File: src/rtl/ouis_pkg.sv
// ouis_pkg: request codes, result record and controller command bundle
// for the ordered unique id set; no dependencies
`default_nettype none

package ouis_pkg;

  // request kinds carried in req_type
  typedef enum logic [2:0] {
    REQ_ADD      = 3'd0,
    REQ_REMOVE   = 3'd1,
    REQ_TOGGLE   = 3'd2,
    REQ_CONTAINS = 3'd3,
    REQ_READ_AT  = 3'd4,
    REQ_CLEAR    = 3'd5
  } req_kind_t;

  // controller to datapath commands
  typedef struct packed {
    logic load;
    logic match;
    logic apply;
  } cmd_t;

  // one result record
  typedef struct packed {
    logic        ok;
    logic [15:0] read_id;
    logic        is_member;
    logic [5:0]  entry_count;
  } result_t;

endpackage

`default_nettype wire

File: src/rtl/ouis_req_if.sv
// ouis_req_if: valid/ready request channel of the ordered unique id set
// no dependencies
`default_nettype none

interface ouis_req_if;
  logic        valid;
  logic        ready;
  logic [2:0]  req_type;
  logic [15:0] item_id;
  logic [4:0]  position;

  modport source (output valid, output req_type, output item_id, output position,
                  input ready);
  modport sink   (input valid, input req_type, input item_id, input position,
                  output ready);
endinterface

`default_nettype wire

File: src/rtl/ouis_rsp_if.sv
// ouis_rsp_if: valid/ready result channel of the ordered unique id set
// no dependencies
`default_nettype none

interface ouis_rsp_if;
  logic        valid;
  logic        ready;
  logic        ok;
  logic [15:0] read_id;
  logic        is_member;
  logic [5:0]  entry_count;

  modport source (output valid, output ok, output read_id, output is_member,
                  output entry_count, input ready);
  modport sink   (input valid, input ok, input read_id, input is_member,
                  input entry_count, output ready);
endinterface

`default_nettype wire

File: src/rtl/ordered_unique_id_set.sv
// ordered_unique_id_set: top level, insertion ordered set of nonzero ids
// depends on ouis_pkg, ouis_req_if, ouis_rsp_if, ouis_ctrl, ouis_datapath
//
//   port  dir  moves       payload
//   req   in   request     req_type[2:0], item_id[15:0], position[4:0]
//   rsp   out  result      ok, read_id[15:0], is_member, entry_count[5:0]
//
// the accepting edge captures the request; one compare pass over all slot
// cells and one apply step follow, and the apply step raises the result.
// synchronous reset empties the set at once; no clearing pass is needed.
// a held result stalls the block: no new request is taken until it goes.
`default_nettype none

module ordered_unique_id_set #(
  parameter int CAPACITY = 32
) (
  input wire logic   clk,
  input wire logic   rst,
  ouis_req_if.sink   req,
  ouis_rsp_if.source rsp
);

  ouis_pkg::cmd_t    cmd;
  ouis_pkg::result_t result;

  ouis_ctrl u_ctrl (
    .clk       (clk),
    .rst       (rst),
    .in_valid  (req.valid),
    .in_ready  (req.ready),
    .out_valid (rsp.valid),
    .out_ready (rsp.ready),
    .cmd       (cmd)
  );

  ouis_datapath #(
    .CAPACITY (CAPACITY)
  ) u_datapath (
    .clk      (clk),
    .rst      (rst),
    .cmd      (cmd),
    .req_type (req.req_type),
    .item_id  (req.item_id),
    .position (req.position),
    .result   (result)
  );

  // result payload
  assign rsp.ok          = result.ok;
  assign rsp.read_id     = result.read_id;
  assign rsp.is_member   = result.is_member;
  assign rsp.entry_count = result.entry_count;

endmodule

`default_nettype wire

File: src/rtl/ouis_ctrl.sv
// ouis_ctrl: request sequencer of the ordered unique id set
// depends on ouis_pkg
`default_nettype none

module ouis_ctrl (
  input  wire logic         clk,
  input  wire logic         rst,
  input  wire logic         in_valid,
  output logic              in_ready,
  output logic              out_valid,
  input  wire logic         out_ready,
  output ouis_pkg::cmd_t    cmd
);

  typedef enum logic [1:0] {
    ST_IDLE,
    ST_MATCH,
    ST_APPLY,
    ST_DONE
  } state_t;

  state_t state;

  // commands to the datapath
  assign cmd.load  = in_valid && in_ready;
  assign cmd.match = (state == ST_MATCH);
  assign cmd.apply = (state == ST_APPLY);

  // state and registered handshake outputs
  always_ff @(posedge clk) begin
    if (rst) begin
      state     <= ST_IDLE;
      in_ready  <= 1'b1;
      out_valid <= 1'b0;
    end else begin
      case (state)
        ST_IDLE: begin
          if (in_valid && in_ready) begin
            state    <= ST_MATCH;
            in_ready <= 1'b0;
          end
        end
        ST_MATCH: begin
          state <= ST_APPLY;
        end
        ST_APPLY: begin
          state     <= ST_DONE;
          out_valid <= 1'b1;
        end
        ST_DONE: begin
          if (out_ready) begin
            state     <= ST_IDLE;
            out_valid <= 1'b0;
            in_ready  <= 1'b1;
          end
        end
        default: begin
          state     <= ST_IDLE;
          out_valid <= 1'b0;
          in_ready  <= 1'b1;
        end
      endcase
    end
  end

  // a result appears only right after the apply step
  a_valid_after_apply: assert property (@(posedge clk) disable iff (rst)
    $rose(out_valid) |-> $past(state == ST_APPLY))
    else $error("result raised outside apply");

  // never open for a request while a result is pending
  a_ready_excl: assert property (@(posedge clk) disable iff (rst)
    in_ready |-> !out_valid)
    else $error("ready and valid overlap");

  // an accepted request always goes to the match step
  a_load_match: assert property (@(posedge clk) disable iff (rst)
    cmd.load |=> cmd.match)
    else $error("accepted request skipped match");

endmodule

`default_nettype wire

File: src/rtl/ouis_datapath.sv
// ouis_datapath: id slot cells, compare row, count and result register
// depends on ouis_pkg
`default_nettype none

module ouis_datapath #(
  parameter int CAPACITY = 32
) (
  input  wire logic              clk,
  input  wire logic              rst,
  input  wire ouis_pkg::cmd_t    cmd,
  input  wire logic [2:0]        req_type,
  input  wire logic [15:0]       item_id,
  input  wire logic [4:0]        position,
  output ouis_pkg::result_t      result
);

  localparam int CW = $clog2(CAPACITY + 1);

  logic [15:0]         slots [CAPACITY];
  logic [CW-1:0]       count;
  ouis_pkg::req_kind_t kind;
  logic [15:0]         id;
  logic [4:0]          pos;
  logic                hit;
  logic [CW-1:0]       hit_idx;
  logic                ok;
  logic [15:0]         rd;
  logic                member;

  logic [CAPACITY-1:0] hit_vec;
  logic [CW-1:0]       idx_enc;
  logic [15:0]         rd_mux;
  logic                room;
  logic                pos_in;
  logic                do_add;
  logic                do_rem;
  logic                do_clr;
  logic                ok_next;
  logic                member_next;
  logic [15:0]         rd_next;
  logic [CW+5:0]       count_ext;

  // request capture
  always_ff @(posedge clk) begin
    if (cmd.load) begin
      kind <= ouis_pkg::req_kind_t'(req_type);
      id   <= item_id;
      pos  <= position;
    end
  end

  // compare row over live entries, ids are unique so at most one hit
  always_comb begin
    idx_enc = '0;
    for (int i = 0; i < CAPACITY; i++) begin
      hit_vec[i] = (slots[i] == id) && (CW'(i) < count) && (id != 16'd0);
      if (hit_vec[i]) idx_enc = idx_enc | CW'(i);
    end
  end

  always_ff @(posedge clk) begin
    if (cmd.match) begin
      hit     <= |hit_vec;
      hit_idx <= idx_enc;
    end
  end

  // read-at select
  always_comb begin
    rd_mux = '0;
    for (int i = 0; i < CAPACITY; i++) begin
      if (int'(pos) == i) rd_mux = slots[i];
    end
  end

  assign room   = count < CW'(CAPACITY);
  assign pos_in = (CW + 5)'(pos) < (CW + 5)'(count);

  // per request decision
  always_comb begin
    do_add      = 1'b0;
    do_rem      = 1'b0;
    do_clr      = 1'b0;
    ok_next     = 1'b0;
    member_next = hit;
    rd_next     = '0;
    case (kind)
      ouis_pkg::REQ_ADD: begin
        do_add      = (id != 16'd0) && !hit && room;
        ok_next     = do_add;
        member_next = hit || do_add;
      end
      ouis_pkg::REQ_REMOVE: begin
        do_rem      = hit;
        ok_next     = hit;
        member_next = 1'b0;
      end
      ouis_pkg::REQ_TOGGLE: begin
        do_rem      = hit;
        do_add      = (id != 16'd0) && !hit && room;
        ok_next     = hit || do_add;
        member_next = do_add;
      end
      ouis_pkg::REQ_CONTAINS: begin
        ok_next = hit;
      end
      ouis_pkg::REQ_READ_AT: begin
        ok_next = pos_in;
        rd_next = pos_in ? rd_mux : 16'd0;
      end
      ouis_pkg::REQ_CLEAR: begin
        do_clr      = 1'b1;
        ok_next     = 1'b1;
        member_next = 1'b0;
      end
      default: begin
        ok_next = 1'b0;
      end
    endcase
  end

  // slot cells: append at the fill point, close the gap on remove
  for (genvar g = 0; g < CAPACITY; g++) begin : g_cell
    if (g == CAPACITY - 1) begin : g_last
      always_ff @(posedge clk) begin
        if (cmd.apply) begin
          if (do_add && (CW'(g) == count)) begin
            slots[g] <= id;
          end else if (do_rem && (CW'(g) >= hit_idx)) begin
            slots[g] <= 16'd0;
          end
        end
      end
    end else begin : g_mid
      always_ff @(posedge clk) begin
        if (cmd.apply) begin
          if (do_add && (CW'(g) == count)) begin
            slots[g] <= id;
          end else if (do_rem && (CW'(g) >= hit_idx)) begin
            slots[g] <= slots[g+1];
          end
        end
      end
    end
  end

  // fill count
  always_ff @(posedge clk) begin
    if (rst) begin
      count <= '0;
    end else if (cmd.apply) begin
      if (do_clr) begin
        count <= '0;
      end else if (do_add) begin
        count <= count + CW'(1);
      end else if (do_rem) begin
        count <= count - CW'(1);
      end
    end
  end

  // result register
  always_ff @(posedge clk) begin
    if (cmd.apply) begin
      ok     <= ok_next;
      rd     <= rd_next;
      member <= member_next;
    end
  end

  assign count_ext          = (CW + 6)'(count);
  assign result.ok          = ok;
  assign result.read_id     = rd;
  assign result.is_member   = member;
  assign result.entry_count = count_ext[5:0];

  // count stays within capacity
  a_count_cap: assert property (@(posedge clk) disable iff (rst)
    count <= CW'(CAPACITY))
    else $error("fill count above capacity");

  // count moves only in the apply step
  a_count_hold: assert property (@(posedge clk) disable iff (rst)
    !cmd.apply |=> $stable(count))
    else $error("fill count changed outside apply");

  // clear empties the set
  a_clear: assert property (@(posedge clk) disable iff (rst)
    cmd.apply && (kind == ouis_pkg::REQ_CLEAR) |=> count == '0)
    else $error("clear left entries");

endmodule

`default_nettype wire
File: src/flat_wrapper.sv
// flat-port wrapper written by rule: the top's interface ports become plain ports
module ordered_unique_id_set_flat 
#(
  parameter int CAPACITY = 32
)
  (clk, rst, req_valid, req_req_type, req_item_id, req_position, req_ready, rsp_valid, rsp_ok, rsp_read_id, rsp_is_member, rsp_entry_count, rsp_ready);
  ouis_req_if req_i ();
  ouis_rsp_if rsp_i ();
  input wire logic clk;
  input wire logic rst;
  input wire logic [$bits(req_i.valid)-1:0] req_valid;
  input wire logic [$bits(req_i.req_type)-1:0] req_req_type;
  input wire logic [$bits(req_i.item_id)-1:0] req_item_id;
  input wire logic [$bits(req_i.position)-1:0] req_position;
  output wire logic [$bits(req_i.ready)-1:0] req_ready;
  output wire logic [$bits(rsp_i.valid)-1:0] rsp_valid;
  output wire logic [$bits(rsp_i.ok)-1:0] rsp_ok;
  output wire logic [$bits(rsp_i.read_id)-1:0] rsp_read_id;
  output wire logic [$bits(rsp_i.is_member)-1:0] rsp_is_member;
  output wire logic [$bits(rsp_i.entry_count)-1:0] rsp_entry_count;
  input wire logic [$bits(rsp_i.ready)-1:0] rsp_ready;
  assign req_i.valid = req_valid;
  assign req_i.req_type = req_req_type;
  assign req_i.item_id = req_item_id;
  assign req_i.position = req_position;
  assign req_ready = req_i.ready;
  assign rsp_valid = rsp_i.valid;
  assign rsp_ok = rsp_i.ok;
  assign rsp_read_id = rsp_i.read_id;
  assign rsp_is_member = rsp_i.is_member;
  assign rsp_entry_count = rsp_i.entry_count;
  assign rsp_i.ready = rsp_ready;
  ordered_unique_id_set #(.CAPACITY(CAPACITY)) u_core (.clk(clk), .rst(rst), .req(req_i), .rsp(rsp_i));
endmodule
File: config.mk
export PLATFORM = sky130hd
export DESIGN_NAME = ordered_unique_id_set_flat
export DESIGN_NICKNAME = d
export VERILOG_FILES = /design/src/rtl/ouis_pkg.sv /design/src/rtl/ouis_req_if.sv /design/src/rtl/ouis_rsp_if.sv /design/src/rtl/ordered_unique_id_set.sv /design/src/rtl/ouis_ctrl.sv /design/src/rtl/ouis_datapath.sv /design/src/flat_wrapper.sv
export SDC_FILE = /design/constraint.sdc
export NUM_CORES = 2
export LEC_CHECK = 0
export BUFFER_PORTS_ARGS = -buffer_cell sky130_fd_sc_hd__buf_2
export CELL_PAD_IN_SITES_DETAIL_PLACEMENT = 0
export CELL_PAD_IN_SITES_GLOBAL_PLACEMENT = 1
export CORE_MARGIN = 2
export CORE_UTILIZATION = 25
export CTS_CLUSTER_SIZE = 30
export DETAILED_ROUTE_END_ITERATION = 7
export PLACE_DENSITY = 0.44
export SYNTH_ARGS = -nofsm -noshare
export SYNTH_HDL_FRONTEND = slang
export SYNTH_SLANG_ARGS = --single-unit
File: constraint.sdc
create_clock -name clk -period 5.1 [get_ports clk]
set_input_delay 0.765 -clock clk [delete_from_list [all_inputs] [get_ports clk]]
set_output_delay 0.765 -clock clk [all_outputs]
set_load 0.005 [all_outputs]
==> impl_metrics.py <==
metrics = {
    "sta": {
        "slew_headroom_pct": 17.7,
        "slew_viol_final": 0,
        "finClkSkew_ns": 0.0445,
        "fin_setup_tns_ns": 0,
        "fin_crit_ns": 4.52,
        "hold_viol": 0,
        "worstMarginPinSlew_ns": 1.22,
        "rsz0062_at_grt": "no",
        "setup-violations-final": 0,
        "fmax_mhz": 221,
        "fin_crit_sh_pct": 88.6,
    },
    "layout": {
        "num-fill-cells": 15400,
        "area_delta_synth_final_pct": 13.1,
        "drive_gt1_share_pct": 26.5,
        "final_nets": 3213,
    },
    "logic_synthesis": {
        "muxShareOfSynthArea_pct": 18.2,
        "synth_edf_count": 560,
        "yosys.area_share.simple_pct": 9.25,
        "synth_area_um2": 37000,
        "synth_top_family_by_area": "multiplexers",
        "ys_warn_count": 0,
        "synth_top_area_share_pct": 45.4,
        "synth_xor_area_share_pct": 12.3,
        "synth_fa_ha_area_share_pct": 0.439,
        "synth.largest_area_cell": "edfxtp_1",
        "ys.flop_type": "edfxtp_1",
        "synth_area_leaders": "edfxtp_1 45%, mux2_2 14%, xnor2_1 6.2%",
        "syn_inst": 3204,
        "ys_ff_latch": 570,
        "synth_nets": 3245,
        "yosysSeqAreaShare_pct": 46.0,
        "synth.avg_cell_area_um2": 11.6,
        "synth_compound_area_share_pct": 9.96,
        "ys_async_sr_fraction_pct": 0,
        "synth_cell_types": 91,
    },
    "routing": {
        "viasPerCell": 5.49,
        "drt_iter0_drc": 3061,
        "first_pass_iters": 6,
        "via_count": 28300,
        "ant_nets": 0,
        "finalWirelength_um": 182000,
        "drc_errors": 0,
        "wire_per_inst_um": 35.3,
    },
    "critical_path": {
        "r2r_start": "u_core.u_datapath.pos[1]",
        "end_kind": "flip-flop",
        "worstSetupPathType": "flip-flop to flip-flop",
        "r2r.worst_path.cells": 7,
        "reg2reg_to": "u_core.u_datapath.rd[14]",
        "cp.required_ns": 5.53,
        "cp.arrival_ns": 4.95,
        "rrSetupSlack_ns": 0.58,
        "cp-start-kind": "flip-flop",
        "worst-path-max-fanout": 18,
    },
    "job": {
        "cap_viol_max_count": 0,
    },
    "die": {
        "core_area_um2": 147000,
        "dieArea_um2": 151000,
        "die_y_um": 389,
        "rows": 141,
        "ios": 54,
        "start_util_pct": 25.1,
        "die_w_um": 389,
    },
    "worst_hold_path": {
        "hold_depth": 1,
        "holdPathEnd": "u_core.u_datapath.id[7]",
        "hp-class": "input pin to flip-flop",
        "min_from": "req_item_id[7]",
    },
    "clock_tree": {
        "cts_buffers": 72,
        "cts_setup_buffers": 0,
        "clockRootBuffer": "clkbuf_16",
        "tritoncts": "built",
        "cts_resized": 0,
        "clk_pin_slew_ns": 0.06,
        "clk-insertion-delay-late_ns": 0.70,
        "postCtsHoldBufs": 0,
        "clock-sinks": 570,
        "h-tree-depth": 3,
        "clockBufferDepth": 3,
    },
    "global_routing": {
        "grt_pass1_vias": 28000,
        "grt_pass1_wl_um": 248000,
        "antenna_found_initial": 10,
        "grt.total_usage_pct": 23.4,
        "grt_max_degree": 91,
        "gr-total-overflow": 0,
    },
    "power": {
        "p_total_mw": 15.9,
        "power.density_nw_per_um2": 379,
        "irDropWorstVdd_uv": 225,
        "p_leak_nw": 13.7,
    },
    "placement": {
        "hpwl_um": 127000,
        "portBuffers": 53,
        "place_congestion": 0.910,
    },
    "outcome": {
        "outcome": "finished, final reports clean",
    },
}
## area by class of cell
class                   count  area [um^2]  share of cell area, %
inverters                  18         67.6                  0.161
clock buffers              97         2010                   4.80
flip-flops and latches    570        17000                   40.6
repair buffers            179         1460                   3.48
well taps                1930         2410                   5.77
diodes                      2         5.00                 0.0119
multi-input cells        2331        18600                   44.4
clock inverters            33          300                  0.717
## through the flow
stage | std cells | hold WS, ns | utilization, % | setup slack (ns) | area [um^2]
2_1_floorplan | 3204 | 0.479 | - | 1.28 | 37000
3_3_place_gp | 5027 | 0.496 | 26.8 | 0.822 | 39600
3_5_place_dp | 5027 | 0.498 | 26.8 | 0.706 | 39600
4_1_cts | 5157 | 0.205 | 28.4 | 0.752 | 41900
5_1_grt | 5158 | 0.220 | 28.4 | 0.532 | 41900
6_report | 5160 | 0.254 | 28.4 | 0.584 | 41900
## registers in the layout, summed over array words and instances (netlist names), 2 cells and up
register / flops
u_core.u_datapath.slots: 512
u_core.u_datapath.count: 6
u_core.u_datapath.kind: 3
u_core.u_ctrl.state: 2
u_core.u_datapath.hit_idx: 5
u_core.u_datapath.rd: 16
u_core.u_datapath.id: 16
u_core.u_datapath.pos: 5
## kinds of logic (layout without fill, tap and decap cells)
kind of cell | after synthesis | count (layout)
xor gates and xnor gates | 518 | 518
other | 0 | 2
buffers and inverters | 303 | 327
AOI/OAI and AO/OA | 572 | 572
DFF | 570 | 570
and+or+nand+nor | 647 | 647
adders and majority gates | 13 | 13
muxes | 581 | 581
## how the worst max path moves through the flow
| stage | from | to | slack (ns) | cells past startpoint |
|---|---|---|---|---|
| floorplan | u_core.u_ctrl.state[0] | u_core.u_datapath.slots[0][112] | 1.28 | 6 |
| global placement | u_core.u_datapath.pos[1] | u_core.u_datapath.rd[14] | 0.82 | 7 |
| detailed placement | u_core.u_datapath.pos[1] | u_core.u_datapath.rd[14] | 0.71 | 7 |
| CTS | u_core.u_datapath.pos[1] | u_core.u_datapath.rd[14] | 0.75 | 7 |
| global route | u_core.u_datapath.pos[3] | u_core.u_datapath.rd[10] | 0.53 | 7 |
| finish | u_core.u_datapath.pos[1] | u_core.u_datapath.rd[14] | 0.58 | 7 |
## Yosys cell counts (12+ instances only)
cell type,number
nand2_1,165
mux2_2,472
or3_1,13
o221ai_1,12
mux2i_1,50
nor2_1,104
mux2_1,12
nor3_1,44
nor4_1,86
and2_1,21
inv_1,16
ha_1,13
mux2_4,36
xnor2_1,262
o211ai_1,20
nor2b_1,18
edfxtp_1,560
a211oi_1,26
o22ai_1,49
a22oi_1,18
xor2_1,256
clkbuf_1,117
buf_2,125
a21oi_1,128
nand2b_1,14
o21ai_0,163
buf_4,23
a31oi_1,15
nand4_1,78
nand3_1,47
## power by group
group / total (mW) / leakage, nW / internal [mW] / switching, mW
clock: 5.28 / 1.13 / 3.02 / 2.26
combinational: 4.59 / 7.46 / 1.65 / 2.95
sequential: 5.98 / 5.15 / 5.58 / 0.402
total: 15.9 / 13.7 / 10.3 / 5.61
## layout by cell type (no fill, tap or decap), types with 86 or more instances in the layout
cell	count
a21oi_1	128
buf_4	105
edfxtp_1	560
mux2_2	472
nand2_1	165
nor2_1	103
nor4_1	86
o21ai_0	138
xnor2_1	262
xor2_1	256
## metal layers
metal | global-route usage [%] | wire length (um) | vias to the layer above
met5 | 0 | 22 | -
met4 | 6.47 | 5230 | 4
met3 | 3.46 | 9610 | 207
met2 | 37.2 | 83500 | 1004
met1 | 33.1 | 83700 | 15100
li1 | - | - | 12000
## worst max-delay path, cell delays in order (launching register included)
cell and delay [ns]:
edfxtp_1 1.05, nand2b_1 0.73, buf_12 0.39, o22ai_1 0.27, o22ai_1 0.26, nor4_1 0.85, o2111ai_1 0.43, nor3b_1 0.26
Power figures use the tool's default switching activity.
